[src/hdl/evf_pkg.sv]
// Shared types and constants for the encoder velocity filter.
// Used by every module under hdl/; depends on nothing.
package evf_pkg;

  localparam int CH_W       = 2;
  localparam int DT_W       = 16;
  localparam int POS_W      = 32;
  localparam int RAW_W      = 26;
  localparam int FILT_W     = 34;
  localparam int COEF_W     = 15;
  localparam int MASK_W     = 4;
  localparam int MAX_OUT    = 4;
  localparam int NUM_W      = 42;
  localparam int MAG_W      = 41;
  localparam int DIVCNT_W   = 6;
  localparam int PROD1_W    = 50;
  localparam int SUM_W      = 27;
  localparam int PROD2_W    = 43;
  localparam int ACC_W      = 53;
  localparam int FRAC_W     = 15;
  localparam int SH_W       = ACC_W - FRAC_W;
  localparam int QUEUE_DEPTH = 4;
  localparam int QPTR_W     = 2;
  localparam int QCNT_W     = 3;
  localparam int CFG_ADDR_W = 4;
  localparam int CFG_DATA_W = 32;
  localparam int IN_DATA_W  = 24;
  localparam int IN_USER_W  = 3;
  localparam int OUT_DATA_W = 96;

  localparam logic [9:0]              MS_PER_S    = 10'd1000;
  localparam logic signed [ACC_W-1:0] ACC_ROUND   = ACC_W'(16384);
  localparam logic [COEF_W-1:0]       POLE_RESET  = 15'd27984;
  localparam logic [COEF_W-1:0]       INPUT_RESET = 15'd2386;
  localparam logic [MASK_W-1:0]       MASK_RESET  = 4'd2;

  typedef enum logic [1:0] {
    REG_POLE   = 2'd0,
    REG_INPUT  = 2'd1,
    REG_INVERT = 2'd2
  } evf_reg_t;

  typedef struct packed {
    logic [COEF_W-1:0] pole;
    logic [COEF_W-1:0] in_coef;
    logic [MASK_W-1:0] invert;
  } evf_cfg_t;

  // one classified item waiting for the back end
  typedef struct packed {
    logic            is_tick;
    logic [CH_W-1:0] channel;
    logic            count_up;
    logic [DT_W-1:0] elapsed;
  } evf_cmd_t;

endpackage

[src/hdl/encoder_velocity_filter_top.sv]
// Top level of the encoder velocity filter: stream ports, APB register
// block, front end, item queue and back end. Depends on evf_pkg.
//
// Counts quadrature edges on up to four encoder channels and, on every
// sample tick, emits one velocity result per channel (channel 0 first,
// tlast on the final one). An edge item is taken from the queue and counted
// in the idle state. For a tick, each channel in turn runs through the single
// shared restoring divider, one quotient bit per cycle over 41 bits, then a
// saturate step and the filter multiply, add and saturate steps. A four-entry
// queue lets edge and tick items keep arriving while a tick is being worked off,
// and the result register lets the next channel finish while a result waits.
module encoder_velocity_filter_top #(
  parameter int NUM_CHANNELS = 4
) (
  input  logic                            clk,
  input  logic                            rst_n,
  input  logic                            in_tvalid,
  output logic                            in_tready,
  // [0] b_level, [16:1] elapsed_ms, [23:17] zero
  input  logic [evf_pkg::IN_DATA_W-1:0]   in_tdata,
  // [0] command, [2:1] channel
  input  logic [evf_pkg::IN_USER_W-1:0]   in_tuser,
  output logic                            out_tvalid,
  input  logic                            out_tready,
  // [25:0] raw_velocity, [59:26] filtered_velocity, [91:60] position,
  // [95:92] zero
  output logic [evf_pkg::OUT_DATA_W-1:0]  out_tdata,
  // [1:0] out_channel
  output logic [evf_pkg::CH_W-1:0]        out_tuser,
  output logic                            out_tlast,
  input  logic                            cfg_psel,
  input  logic                            cfg_penable,
  input  logic                            cfg_pwrite,
  input  logic [evf_pkg::CFG_ADDR_W-1:0]  cfg_paddr,
  input  logic [evf_pkg::CFG_DATA_W-1:0]  cfg_pwdata,
  output logic [evf_pkg::CFG_DATA_W-1:0]  cfg_prdata,
  output logic                            cfg_pready
);
  import evf_pkg::*;

  localparam int N_OUT = (NUM_CHANNELS < MAX_OUT) ? NUM_CHANNELS : MAX_OUT;

  logic [COEF_W-1:0] pole_r, pole_nxt;
  logic [COEF_W-1:0] incoef_r, incoef_nxt;
  logic [MASK_W-1:0] invert_r, invert_nxt;
  logic              cfg_wr;
  evf_reg_t          cfg_idx;
  evf_cfg_t          cfg;

  logic                     fr_valid, fr_ready;
  evf_cmd_t                 fr_item;
  logic                     q_valid, q_pop;
  evf_cmd_t                 q_item;
  logic signed [RAW_W-1:0]  raw_v;
  logic signed [FILT_W-1:0] filt_v;
  logic signed [POS_W-1:0]  pos_v;

  assign cfg_pready = 1'b1;
  assign cfg_wr     = cfg_psel && cfg_penable && cfg_pwrite && cfg_pready;
  assign cfg_idx    = evf_reg_t'(cfg_paddr[CFG_ADDR_W-1:2]);

  always_comb begin
    pole_nxt   = pole_r;
    incoef_nxt = incoef_r;
    invert_nxt = invert_r;
    cfg_prdata = '0;
    unique case (cfg_idx)
      REG_POLE: begin
        cfg_prdata = CFG_DATA_W'(pole_r);
        if (cfg_wr) pole_nxt = cfg_pwdata[COEF_W-1:0];
      end
      REG_INPUT: begin
        cfg_prdata = CFG_DATA_W'(incoef_r);
        if (cfg_wr) incoef_nxt = cfg_pwdata[COEF_W-1:0];
      end
      REG_INVERT: begin
        cfg_prdata = CFG_DATA_W'(invert_r);
        if (cfg_wr) invert_nxt = cfg_pwdata[MASK_W-1:0];
      end
      default: cfg_prdata = '0;
    endcase
  end

  always_ff @(posedge clk) begin
    if (!rst_n) begin
      pole_r   <= POLE_RESET;
      incoef_r <= INPUT_RESET;
      invert_r <= MASK_RESET;
    end else begin
      pole_r   <= pole_nxt;
      incoef_r <= incoef_nxt;
      invert_r <= invert_nxt;
    end
  end

  assign cfg.pole    = pole_r;
  assign cfg.in_coef = incoef_r;
  assign cfg.invert  = invert_r;

  evf_front #(
    .NUM_CHANNELS(NUM_CHANNELS)
  ) u_front (
    .clk          (clk),
    .rst_n        (rst_n),
    .in_valid     (in_tvalid),
    .in_ready     (in_tready),
    .in_command   (in_tuser[0]),
    .in_channel   (in_tuser[2:1]),
    .in_b_level   (in_tdata[0]),
    .in_elapsed_ms(in_tdata[DT_W:1]),
    .cfg          (cfg),
    .ent_valid    (fr_valid),
    .ent          (fr_item),
    .ent_ready    (fr_ready)
  );

  evf_queue u_queue (
    .clk       (clk),
    .rst_n     (rst_n),
    .push_valid(fr_valid),
    .push_ready(fr_ready),
    .push_item (fr_item),
    .pop_valid (q_valid),
    .pop_ready (q_pop),
    .pop_item  (q_item)
  );

  evf_back #(
    .NUM_CHANNELS(NUM_CHANNELS)
  ) u_back (
    .clk                  (clk),
    .rst_n                (rst_n),
    .q_valid              (q_valid),
    .q_pop                (q_pop),
    .q_item               (q_item),
    .cfg                  (cfg),
    .out_valid            (out_tvalid),
    .out_ready            (out_tready),
    .out_channel          (out_tuser),
    .out_raw_velocity     (raw_v),
    .out_filtered_velocity(filt_v),
    .out_position         (pos_v),
    .out_last             (out_tlast)
  );

  assign out_tdata = {{(OUT_DATA_W - RAW_W - FILT_W - POS_W){1'b0}}, pos_v, filt_v, raw_v};

  a_reset_quiet: assert property (@(posedge clk) !rst_n |=> !out_tvalid)
    else $error("result valid right after reset");

  a_last_channel: assert property (@(posedge clk) disable iff (!rst_n)
    out_tvalid && out_tlast |-> out_tuser == CH_W'(N_OUT - 1))
    else $error("tlast on a result that is not the final channel");

  a_channel_order: assert property (@(posedge clk) disable iff (!rst_n)
    out_tvalid && out_tready && !out_tlast
      |=> !out_tvalid || (out_tuser == $past(out_tuser) + 1'b1))
    else $error("results of a tick out of channel order");

  a_first_channel: assert property (@(posedge clk) disable iff (!rst_n)
    out_tvalid && out_tready && out_tlast |=> !out_tvalid || (out_tuser == '0))
    else $error("tick does not start at channel zero");

endmodule

[src/hdl/evf_front.sv]
// Front end: takes input items, drops edges for absent channels,
// resolves count direction and zero elapsed time. Depends on evf_pkg.
module evf_front #(
  parameter int NUM_CHANNELS = 4
) (
  input  logic                     clk,
  input  logic                     rst_n,
  input  logic                     in_valid,
  output logic                     in_ready,
  input  logic                     in_command,
  input  logic [evf_pkg::CH_W-1:0] in_channel,
  input  logic                     in_b_level,
  input  logic [evf_pkg::DT_W-1:0] in_elapsed_ms,
  input  evf_pkg::evf_cfg_t        cfg,
  output logic                     ent_valid,
  output evf_pkg::evf_cmd_t        ent,
  input  logic                     ent_ready
);
  import evf_pkg::*;

  logic     hold_valid_r, hold_valid_nxt;
  evf_cmd_t hold_r, hold_nxt;
  logic     accept;
  logic     keep;

  assign in_ready  = !hold_valid_r || ent_ready;
  assign accept    = in_valid && in_ready;
  assign keep      = in_command || (int'(in_channel) < NUM_CHANNELS);
  assign ent_valid = hold_valid_r;
  assign ent       = hold_r;

  always_comb begin
    hold_nxt.is_tick  = in_command;
    hold_nxt.channel  = in_command ? '0 : in_channel;
    hold_nxt.count_up = in_b_level ^ cfg.invert[in_channel];
    hold_nxt.elapsed  = (in_elapsed_ms == '0) ? DT_W'(1) : in_elapsed_ms;
    if (accept) begin
      hold_valid_nxt = keep;
    end else if (ent_ready) begin
      hold_valid_nxt = 1'b0;
    end else begin
      hold_valid_nxt = hold_valid_r;
    end
  end

  always_ff @(posedge clk) begin
    if (!rst_n) begin
      hold_valid_r <= 1'b0;
    end else begin
      hold_valid_r <= hold_valid_nxt;
    end
  end

  always_ff @(posedge clk) begin
    if (accept) begin
      hold_r <= hold_nxt;
    end
  end

endmodule

[src/hdl/evf_queue.sv]
// Short item queue between the front and back ends.
// Depends on evf_pkg.
module evf_queue (
  input  logic              clk,
  input  logic              rst_n,
  input  logic              push_valid,
  output logic              push_ready,
  input  evf_pkg::evf_cmd_t push_item,
  output logic              pop_valid,
  input  logic              pop_ready,
  output evf_pkg::evf_cmd_t pop_item
);
  import evf_pkg::*;

  evf_cmd_t          slot_r [QUEUE_DEPTH];
  logic [QPTR_W-1:0] wr_ptr_r, wr_ptr_nxt;
  logic [QPTR_W-1:0] rd_ptr_r, rd_ptr_nxt;
  logic [QCNT_W-1:0] count_r, count_nxt;
  logic              do_push, do_pop;

  assign push_ready = (count_r != QCNT_W'(QUEUE_DEPTH));
  assign pop_valid  = (count_r != '0);
  assign pop_item   = slot_r[rd_ptr_r];
  assign do_push    = push_valid && push_ready;
  assign do_pop     = pop_valid && pop_ready;

  always_comb begin
    wr_ptr_nxt = do_push ? wr_ptr_r + 1'b1 : wr_ptr_r;
    rd_ptr_nxt = do_pop ? rd_ptr_r + 1'b1 : rd_ptr_r;
    count_nxt  = count_r;
    if (do_push && !do_pop) begin
      count_nxt = count_r + 1'b1;
    end else if (do_pop && !do_push) begin
      count_nxt = count_r - 1'b1;
    end
  end

  always_ff @(posedge clk) begin
    if (!rst_n) begin
      wr_ptr_r <= '0;
      rd_ptr_r <= '0;
      count_r  <= '0;
    end else begin
      wr_ptr_r <= wr_ptr_nxt;
      rd_ptr_r <= rd_ptr_nxt;
      count_r  <= count_nxt;
    end
  end

  always_ff @(posedge clk) begin
    if (do_push) begin
      slot_r[wr_ptr_r] <= push_item;
    end
  end

endmodule

[src/hdl/evf_back.sv]
// Back end: position counters, per-channel velocity by a shared restoring
// divider, low-pass filter and result register. Depends on evf_pkg.
module evf_back #(
  parameter int NUM_CHANNELS = 4
) (
  input  logic                              clk,
  input  logic                              rst_n,
  input  logic                              q_valid,
  output logic                              q_pop,
  input  evf_pkg::evf_cmd_t                 q_item,
  input  evf_pkg::evf_cfg_t                 cfg,
  output logic                              out_valid,
  input  logic                              out_ready,
  output logic [evf_pkg::CH_W-1:0]          out_channel,
  output logic signed [evf_pkg::RAW_W-1:0]  out_raw_velocity,
  output logic signed [evf_pkg::FILT_W-1:0] out_filtered_velocity,
  output logic signed [evf_pkg::POS_W-1:0]  out_position,
  output logic                              out_last
);
  import evf_pkg::*;

  localparam int IDX_W = (NUM_CHANNELS > 1) ? $clog2(NUM_CHANNELS) : 1;
  localparam int N_OUT = (NUM_CHANNELS < MAX_OUT) ? NUM_CHANNELS : MAX_OUT;

  typedef enum logic [7:0] {
    S_IDLE = 8'b0000_0001,
    S_MUL  = 8'b0000_0010,
    S_LOAD = 8'b0000_0100,
    S_DIV  = 8'b0000_1000,
    S_SAT  = 8'b0001_0000,
    S_FMUL = 8'b0010_0000,
    S_FADD = 8'b0100_0000,
    S_EMIT = 8'b1000_0000
  } state_t;

  state_t                    state_r, state_nxt;
  logic [IDX_W-1:0]          cnt_r, cnt_nxt;
  logic [DT_W-1:0]           dt_r;
  logic [POS_W-1:0]          pos_r   [NUM_CHANNELS];
  logic [POS_W-1:0]          last_r  [NUM_CHANNELS];
  logic signed [RAW_W-1:0]   vprev_r [NUM_CHANNELS];
  logic signed [FILT_W-1:0]  filt_r  [NUM_CHANNELS];
  logic signed [NUM_W-1:0]   num_r;
  logic [MAG_W-1:0]          dq_r;
  logic [DT_W-1:0]           rem_r;
  logic [DIVCNT_W-1:0]       bit_r;
  logic                      neg_r;
  logic signed [RAW_W-1:0]   raw_r;
  logic signed [PROD1_W-1:0] p1_r;
  logic signed [PROD2_W-1:0] p2_r;
  logic signed [ACC_W-1:0]   acc_r;

  logic                      out_valid_r;
  logic [CH_W-1:0]           out_ch_r;
  logic signed [RAW_W-1:0]   out_raw_r;
  logic signed [FILT_W-1:0]  out_filt_r;
  logic signed [POS_W-1:0]   out_pos_r;
  logic                      out_last_r;

  logic [IDX_W-1:0]          idx;
  logic signed [POS_W-1:0]   diff_s;
  logic signed [NUM_W-1:0]   num_nxt;
  logic [NUM_W-1:0]          num_abs;
  logic [DT_W:0]             rem_sh;
  logic [DT_W+1:0]           rem_sub;
  logic                      q_bit;
  logic signed [RAW_W-1:0]   raw_nxt;
  logic signed [SUM_W-1:0]   sum_s;
  logic signed [PROD1_W-1:0] p1_nxt;
  logic signed [PROD2_W-1:0] p2_nxt;
  logic signed [ACC_W-1:0]   acc_nxt;
  logic signed [SH_W-1:0]    fshift;
  logic signed [FILT_W-1:0]  fnew;
  logic                      slot_free;
  logic                      is_last;

  assign idx       = (state_r == S_IDLE) ? IDX_W'(q_item.channel) : cnt_r;
  assign q_pop     = (state_r == S_IDLE) && q_valid;
  assign slot_free = !out_valid_r || out_ready;
  assign is_last   = (cnt_r == IDX_W'(N_OUT - 1));

  assign diff_s  = $signed(pos_r[idx] - last_r[idx]);
  assign num_nxt = diff_s * $signed({1'b0, MS_PER_S});
  assign num_abs = num_r[NUM_W-1] ? NUM_W'(-num_r) : num_r;

  // one quotient bit per cycle
  assign rem_sh  = {rem_r, dq_r[MAG_W-1]};
  assign rem_sub = {1'b0, rem_sh} - {2'b00, dt_r};
  assign q_bit   = !rem_sub[DT_W+1];

  always_comb begin
    if (!neg_r) begin
      if (dq_r[MAG_W-1:RAW_W-1] != '0) begin
        raw_nxt = {1'b0, {(RAW_W-1){1'b1}}};
      end else begin
        raw_nxt = $signed(dq_r[RAW_W-1:0]);
      end
    end else begin
      if ((dq_r[MAG_W-1:RAW_W] != '0) ||
          (dq_r[RAW_W-1] && (dq_r[RAW_W-2:0] != '0))) begin
        raw_nxt = {1'b1, {(RAW_W-1){1'b0}}};
      end else begin
        raw_nxt = $signed(RAW_W'(-dq_r[RAW_W-1:0]));
      end
    end
  end

  assign sum_s   = raw_r + vprev_r[idx];
  assign p1_nxt  = $signed({1'b0, cfg.pole}) * filt_r[idx];
  assign p2_nxt  = $signed({1'b0, cfg.in_coef}) * sum_s;
  assign acc_nxt = p1_r + (p2_r <<< 8) + ACC_ROUND;
  assign fshift  = $signed(acc_r[ACC_W-1:FRAC_W]);

  always_comb begin
    if ((&fshift[SH_W-1:FILT_W-1]) || !(|fshift[SH_W-1:FILT_W-1])) begin
      fnew = fshift[FILT_W-1:0];
    end else if (fshift[SH_W-1]) begin
      fnew = {1'b1, {(FILT_W-1){1'b0}}};
    end else begin
      fnew = {1'b0, {(FILT_W-1){1'b1}}};
    end
  end

  always_comb begin
    state_nxt = state_r;
    cnt_nxt   = cnt_r;
    unique case (state_r)
      S_IDLE: begin
        if (q_valid && q_item.is_tick) begin
          state_nxt = S_MUL;
          cnt_nxt   = '0;
        end
      end
      S_MUL:  state_nxt = S_LOAD;
      S_LOAD: state_nxt = S_DIV;
      S_DIV: begin
        if (bit_r == DIVCNT_W'(MAG_W - 1)) begin
          state_nxt = S_SAT;
        end
      end
      S_SAT:  state_nxt = S_FMUL;
      S_FMUL: state_nxt = S_FADD;
      S_FADD: state_nxt = S_EMIT;
      S_EMIT: begin
        if (slot_free) begin
          state_nxt = is_last ? S_IDLE : S_MUL;
          cnt_nxt   = cnt_r + 1'b1;
        end
      end
      default: state_nxt = S_IDLE;
    endcase
  end

  always_ff @(posedge clk) begin
    if (!rst_n) begin
      state_r     <= S_IDLE;
      cnt_r       <= '0;
      out_valid_r <= 1'b0;
      for (int c = 0; c < NUM_CHANNELS; c++) begin
        pos_r[c]   <= '0;
        last_r[c]  <= '0;
        vprev_r[c] <= '0;
        filt_r[c]  <= '0;
      end
    end else begin
      state_r <= state_nxt;
      cnt_r   <= cnt_nxt;
      if (q_pop && !q_item.is_tick) begin
        pos_r[idx] <= q_item.count_up ? pos_r[idx] + 1'b1 : pos_r[idx] - 1'b1;
      end
      if ((state_r == S_EMIT) && slot_free) begin
        last_r[idx]  <= pos_r[idx];
        vprev_r[idx] <= raw_r;
        filt_r[idx]  <= fnew;
        out_valid_r  <= 1'b1;
      end else if (out_ready) begin
        out_valid_r <= 1'b0;
      end
    end
  end

  always_ff @(posedge clk) begin
    if (q_pop && q_item.is_tick) begin
      dt_r <= q_item.elapsed;
    end
    if (state_r == S_MUL) begin
      num_r <= num_nxt;
    end
    if (state_r == S_LOAD) begin
      dq_r  <= num_abs[MAG_W-1:0];
      rem_r <= '0;
      bit_r <= '0;
      neg_r <= num_r[NUM_W-1];
    end
    if (state_r == S_DIV) begin
      rem_r <= q_bit ? rem_sub[DT_W-1:0] : rem_sh[DT_W-1:0];
      dq_r  <= {dq_r[MAG_W-2:0], q_bit};
      bit_r <= bit_r + 1'b1;
    end
    if (state_r == S_SAT) begin
      raw_r <= raw_nxt;
    end
    if (state_r == S_FMUL) begin
      p1_r <= p1_nxt;
      p2_r <= p2_nxt;
    end
    if (state_r == S_FADD) begin
      acc_r <= acc_nxt;
    end
    if ((state_r == S_EMIT) && slot_free) begin
      out_ch_r   <= CH_W'(cnt_r);
      out_raw_r  <= raw_r;
      out_filt_r <= fnew;
      out_pos_r  <= $signed(pos_r[idx]);
      out_last_r <= is_last;
    end
  end

  assign out_valid             = out_valid_r;
  assign out_channel           = out_ch_r;
  assign out_raw_velocity      = out_raw_r;
  assign out_filtered_velocity = out_filt_r;
  assign out_position          = out_pos_r;
  assign out_last              = out_last_r;

endmodule

[config.mk]
export PLATFORM = sky130hd
export DESIGN_NAME = encoder_velocity_filter_top
export DESIGN_NICKNAME = d
export VERILOG_FILES = /design/src/hdl/evf_pkg.sv /design/src/hdl/encoder_velocity_filter_top.sv /design/src/hdl/evf_front.sv /design/src/hdl/evf_queue.sv /design/src/hdl/evf_back.sv
export SDC_FILE = /design/constraint.sdc
export NUM_CORES = 2
export LEC_CHECK = 0
export ABC_CLOCK_PERIOD_IN_PS = 18450
export BUFFER_PORTS_ARGS = -buffer_cell sky130_fd_sc_hd__buf_2
export CAP_MARGIN = 25
export CORE_MARGIN = 2
export CORE_UTILIZATION = 60
export CTS_CLUSTER_DIAMETER = 40
export DETAILED_ROUTE_END_ITERATION = 8
export PLACE_DENSITY_LB_ADDON = 0.08
export REMOVE_ABC_BUFFERS = 1
export SYNTH_ARGS = -nofsm -noshare
export SYNTH_HDL_FRONTEND = slang
export SYNTH_SLANG_ARGS = --single-unit
[constraint.sdc]
create_clock -name clk -period 18.45 [get_ports clk]
set_input_delay 3.69 -clock clk [delete_from_list [all_inputs] [get_ports clk]]
set_output_delay 3.69 -clock clk [all_outputs]
set_load 0.01 [all_outputs]
; Yosys cells after proc, flatten, opt, wreduce, memory -nomap -nowiden
; Memories as Yosys holds them, arrays and structs flattened. A register that Yosys moved wholly into a read port is not among the register bits.
; Index checks and enable logic that the tools add are counted.
[op_classes]
n_eq_ne = 16
muxes = 55
mul = 3
n_div = 0
n_lt_le_gt_ge = 1
n_shift = 0
n_addsub = 15
n_reduce_logical = 46
n_bitwise = 1
[ops]
columns = op, n
row1 = two-way mux 41 bit, 3
row2 = two-way mux 26 bit, 4
row3 = two-way mux 34 bit, 3
row4 = two-way mux 32 bit, 3
row5 = case mux 8 bit (8 select lines), 1
row6 = OR reduction 32 bit, 2
row7 = "adder 53 x 16 -> 53 bit, second input constant", 1
row8 = adder 50 x 51 -> 52 bit, 1
row9 = multiplier 16 x 34 -> 50 bit, 1
row10 = two-way mux 16 bit, 3
row11 = case mux 15 bit (3 select lines), 1
row12 = multiplier 16 x 27 -> 43 bit, 1
row13 = negation 41 bit, 1
row14 = "multiplier 32 x 8 -> 39 bit, second input constant", 1
row15 = OR reduction 34 bit, 1
row16 = "adder 32 x 1 -> 32 bit, second input constant", 1
row17 = "subtractor 32 x 1 -> 32 bit, second input constant", 1
row18 = subtractor 32 bit, 1
row19 = adder 26 x 26 -> 27 bit, 1
row20 = negation 26 bit, 1
row21 = OR reduction 26 bit, 1
row22 = nonzero test 25 bit, 1
row23 = two-way mux 8 bit, 3
row24 = two-way mux 2 bit, 10
row25 = other kinds (39), 90
[word_totals]
latchBits = 0
memories = 5
output_inout_bits = 134
ramBits = 576
reg_bits = 459
rom_bits = 0
elab_cells = 171
input_bits = 70
[memory_table]
columns = memory, words, word_bits, read_ports, rd_ports_with_merged_regs, write_ports, line
row1 = u_back.filt_r, 4, 34, 1, 0, 4, evf_back.sv:42  ; logic signed [FILT_W-1:0] filt_r [NUM_CHANNELS];
row2 = u_back.last_r, 4, 32, 1, 0, 4, evf_back.sv:40  ; logic [POS_W-1:0] last_r [NUM_CHANNELS];
row3 = u_back.pos_r, 4, 32, 1, 0, 4, evf_back.sv:39  ; logic [POS_W-1:0] pos_r [NUM_CHANNELS];
row4 = u_back.vprev_r, 4, 26, 1, 0, 4, evf_back.sv:41  ; logic signed [RAW_W-1:0] vprev_r [NUM_CHANNELS];
row5 = u_queue.slot_r, 4, 20, 1, 1, 1, evf_queue.sv:15  ; evf_cmd_t slot_r [QUEUE_DEPTH];

; Depth between registers and ports, before layout
[depth]
word_depth = 8
mapped_depth = 48

; By module
; Synthesis repeated with hierarchy kept, for this count alone.
[hier_totals]
hier_cells = 8260
hier_area_um2 = 85195.5
[by_module_without_submodules]
columns = mod, area_per_inst_um2, cells_each, n_inst
row1 = evf_back, 79238.5, 7861, 1
row2 = evf_queue, 3399.5, 152, 1
row3 = encoder_velocity_filter_top, 1779.2, 198, 1
row4 = evf_front, 778.2, 49, 1

; Least setup slack after synthesis
; No wires, ideal clock.
[synth_timing]
kind = reg-to-reg
from = reg u_back.state_r[1]
to = reg u_back.p2_r[41], data pin
setup_time_ns = 0.260
path_slack_ns = 6.716
arrival_ns = 11.474
stages_incl_launch_ff = 44
path_cell_list = dfxtp_1 or4b_2 nor2_1 mux2i_2 clkbuf_1 clkbuf_1 clkbuf_1 clkbuf_1 nand2_1 a31oi_1 ha_1 a21o_1 a21oi_1 o21ai_0 a221o_1 o21ai_0 a21boi_0 a31o_2 [... 8 more ...] inv_1 fa_1 fa_1 inv_1 fa_1 inv_1 ha_1 a21o_1 a21oi_1 nor2b_1 or4_1 o21ai_0 o221ai_1 nor2b_1 o31ai_1 a21o_1 a21boi_0 xnor2_1
[synth_via]
elab_chain_cells = 5
[synth_rtl]
columns = element, line
row1 = start: declaration, evf_back.sv:36  ; state_t state_r, state_nxt;
row2 = start signal: assignment, evf_back.sv:166  ; state_r <= state_nxt;
row3 = == test 8 x 1 -> 1 bit, evf_back.sv:77  ; assign idx = (state_r == S_IDLE) ? IDX_W'(q_item.channel) : cnt_r;
row4 = two-way mux 2 bit, evf_back.sv:77
row5 = memory read (4 x 26 bit), --
row6 = adder 26 x 26 -> 27 bit, evf_back.sv:108  ; assign sum_s = raw_r + vprev_r[idx];
row7 = multiplier 16 x 27 -> 43 bit, evf_back.sv:110  ; assign p2_nxt = $signed({1'b0, cfg.in_coef}) * sum_s;
row8 = net u_back.p2_nxt[41], evf_back.sv:70  ; logic signed [PROD2_W-1:0] p2_nxt;
row9 = end signal: assignment, evf_back.sv:205  ; p2_r <= p2_nxt;
row10 = end: declaration, evf_back.sv:50  ; logic signed [PROD2_W-1:0] p2_r;
; The timed path passes the listed nets, and every way through them passes these cells.
; A chain may end at the register's enable or synchronous reset.

; Worst setup path after layout
[layout_timing]
from = reg u_back.state_r[1]
to = reg u_back.num_r[40], data pin
[layout_via]
elab_chain_cells = 5
word_cells_on_any_way = 6
cone_classes = 1 x add/sub / 1 x mul / 1 x eq/ne / 1 x mux / 2 x memory
[layout_rtl]
columns = element, line
row1 = == test 8 x 1 -> 1 bit (*), evf_back.sv:77
row2 = two-way mux 2 bit (*), evf_back.sv:77
row3 = memory read (4 x 32 bit) (on tied branches), --
row4 = subtractor 32 bit (*), evf_back.sv:82  ; assign diff_s = $signed(pos_r[idx] - last_r[idx]);
row5 = multiplier 32 x 8 -> 39 bit (*), evf_back.sv:83  ; assign num_nxt = diff_s * $signed({1'b0, MS_PER_S});
row6 = net u_back.num_nxt[40], evf_back.sv:62  ; logic signed [NUM_W-1:0] num_nxt;
row7 = end signal: assignment, evf_back.sv:187  ; num_r <= num_nxt;
row8 = end: declaration, evf_back.sv:43  ; logic signed [NUM_W-1:0] num_r;
; Mark *: on every way through the listed nets, which the timed path passes. The rest lies on a longest branch.

==> flow_summary.json <==
{
  "status": "finished, final reports clean",
  "drc": 0,
  "synth_cells": 8512,
  "synth_area_leaders": "edfxtp_1 33%, fa_1 23%, ha_1 7.0%",
  "synth_cell_types": 89,
  "ant_nets": 0,
  "drv_slew": 0,
  "min_period_over_period_pct": 75.66,
  "crit_type": "reg -> reg",
  "firstDrtPassIters": 6,
  "start_kind": "register",
  "dieArea_mm2": 0.1472,
  "drive_above_1_share_pct": 7.476,
  "drv_cap": 0,
  "rsz0062_at_grt": "no",
  "first_iter_violations": 4522,
  "cts_hold_buf": 0,
  "rows": 139,
  "cts-root-buf": "clkbuf_16",
  "port_buffers": 155,
  "cp-end-kind": "register",
  "min_period_ns": 13.96,
  "grt.total_usage_pct": 30.04,
  "synth_area_mm2": 0.08652,
  "async_reset_ff_share_pct": 0,
  "syn_to_final_growth_pct": 9.511,
  "clock_latency_ns": 0.80,
  "whs_ns": 0.4958,
  "grt_first_pass_wirelength_um": 344200,
  "overflow": 0,
  "tritoncts": "yes",
  "worstPathRequired_ns": 18.97,
  "ys.flop_type": "edfxtp_1",
  "post_cts.resized_instances": 0,
  "fin_skew_ns": 0.06178,
  "fin_nets": 10120,
  "numCtsBuffers": 153,
  "fin_area_mm2": 0.09475,
  "hold_path.class": "reg -> reg",
  "cp_max_fo": 54,
  "finalHoldViolCount": 0,
  "die_w_um": 383.7,
  "ys_seq_elements": 1014,
  "cts_buffer_depth": 3,
  "wl_per_cell_um": 20.31,
  "grt_pass1_vias": 62970,
  "cts_setup_buffers": 0,
  "yosysSeqAreaShare_pct": 34.56,
  "coreArea_mm2": 0.1433,
  "ioPinCount": 204,
  "worstPathArrival_ns": 14.48,
  "final-setup-viol-count": 0,
  "cts.sinks": 1014,
  "max_freq_mhz": 71.64,
  "synth.top_cell.area_share_pct": 33.29,
  "cts_max_level": 4,
  "path_buf_inv": 7,
  "wirelength_um": 215300,
  "max_stage_delay_ns": 0.81,
  "cts.clk_slew.worst_paths_ns": 0.06,
  "crit_family": "compound AO/OA/AOI/OAI gates",
  "routed_via_density": 5.764,
  "antenna_found_initial": 6,
  "postSynthAreaPerCell_um2": 10.16,
  "die_height_um": 383.7,
  "via_count": 61110,
  "yosysWarnings": 0,
  "max_slew.worst_pin.slew_ns": 1.112,
  "gp_congestion": 0.9351,
  "initial_utilization_pct": 60.37,
  "synth_edf_count": 959,
  "hpwl_um": 156400,
  "relSlewSlack_pct": 25.78,
  "crit_path_top_delay_cell": "nor2_1",
  "grt_max_degree": 160,
  "yosysTopAreaCell": "edfxtp_1",
  "placed_cell_area_mm2": 0.08936
}
## cell usage after synthesis, drive strengths merged, types with 119 or more instances
library cell,n
and3,121
a21oi,240
nor2,525
nand2,1271
xor2,142
nand3,170
clkbuf,361
inv,1283
xnor2,179
and2,442
o21ai,190
mux2i,119
fa,994
a21o,155
edfxtp,959
ha,484
## state kept, by name (all words and copies together), names as in the netlist, 16 cells and up, named ones only
| signal | flops |
|---|---|
| u_back.acc_r | 38 |
| u_back.filt_r | 136 |
| u_back.last_r | 128 |
| u_back.vprev_r | 104 |
| u_back.dq_r | 41 |
| u_back.num_r | 39 |
| u_back.out_position | 32 |
| u_back.raw_r | 26 |
| u_back.p1_r | 42 |
| u_back.out_raw_velocity | 26 |
| u_back.out_filtered_velocity | 34 |
| u_front.ent | 20 |
| u_back.rem_r | 16 |
| u_back.pos_r | 128 |
| u_back.p2_r | 43 |
| u_queue.slot_r | 80 |
| u_back.dt_r | 16 |
## layout by cell type (no fill, tap or decap), drive strengths merged, types with 36 or more instances in the layout
cell,instances
nand4,36
nand3,170
or3,47
nand2,1271
nor2b,38
o21ai,190
nor3,67
and3,121
xnor2,179
xor2,142
dfxtp,55
a21o,155
clkbuf,173
nor2,525
o21a,38
ha,484
a31oi,77
nand2b,42
edfxtp,959
fa,994
clkinv,67
buf,300
and2,442
mux2i,119
inv,1299
nor4,81
a21oi,240
## area by class of cell
type | count | area [µm²]
inverters | 1284 | 4826
clock buffers | 173 | 3944
fillers | 11330 | 48560
clock inverters | 109 | 1224
flip-flops and latches | 1014 | 29900
diodes | 4 | 10.01
repair buffers | 300 | 2012
multi-input cells | 5815 | 50450
well taps | 1903 | 2381
## path summary, 6_finish.rpt
kind,slack (ns),end,cells after the start,from
worst min register to register,0.50,u_queue.slot_r[0][7]$_DFFE_PP_,0,u_front.ent[7]$_SDFFCE_PN0P_
worst min-delay path,0.50,u_queue.slot_r[0][7]$_DFFE_PP_,0,u_front.ent[7]$_SDFFCE_PN0P_
worst max register to register,4.49,u_back.num_r[40]$_DFFE_PP_,39,u_back.state_r[1]$_SDFFE_PN0P_
worst max-delay path,4.49,u_back.num_r[40]$_DFFE_PP_,39,u_back.state_r[1]$_SDFFE_PN0P_
## cell families after synthesis
| kind of cell | after synthesis | synth area share (%) |
|---|---|---|
| AOI/OAI and AO/OA | 925 | 6.901 |
| xor gates and xnor gates | 321 | 3.250 |
| adders and majority gates | 1478 | 30.00 |
| buffers and inverters | 1703 | 7.491 |
| DFF | 1014 | 34.56 |
| muxes | 144 | 1.980 |
| other | 2 | 0.008680 |
| and+or+nand+nor | 2925 | 15.81 |
## metal layers
metal  global-route usage [%]  share of wire [%]  vias to the layer above
met1                    39.47                 40                    30910
met4                    10.25                3.4                        0
met2                    51.63                 50                     1927
met5                        0                  0                        -
met3                    3.844                6.1                      384
li1                         -                  -                    27900
## through the flow
step / TNS [ns] / worst slack, ns / util [%] / std cells
3_3_place_gp: 0 / 4.875 / 62.35 / 10310
6_report: 0 / 4.490 / 66.11 / 10600
2_1_floorplan: -975.51 / -5.145 / - / 8113
5_1_grt: 0 / 3.887 / 66.11 / 10600
3_5_place_dp: 0 / 4.694 / 62.36 / 10310
4_1_cts: 0 / 4.620 / 65.96 / 10590
Power is left out: the tool's default activity adds up to more than one toggle a clock period on the data nets, which glitch-free logic cannot reach.
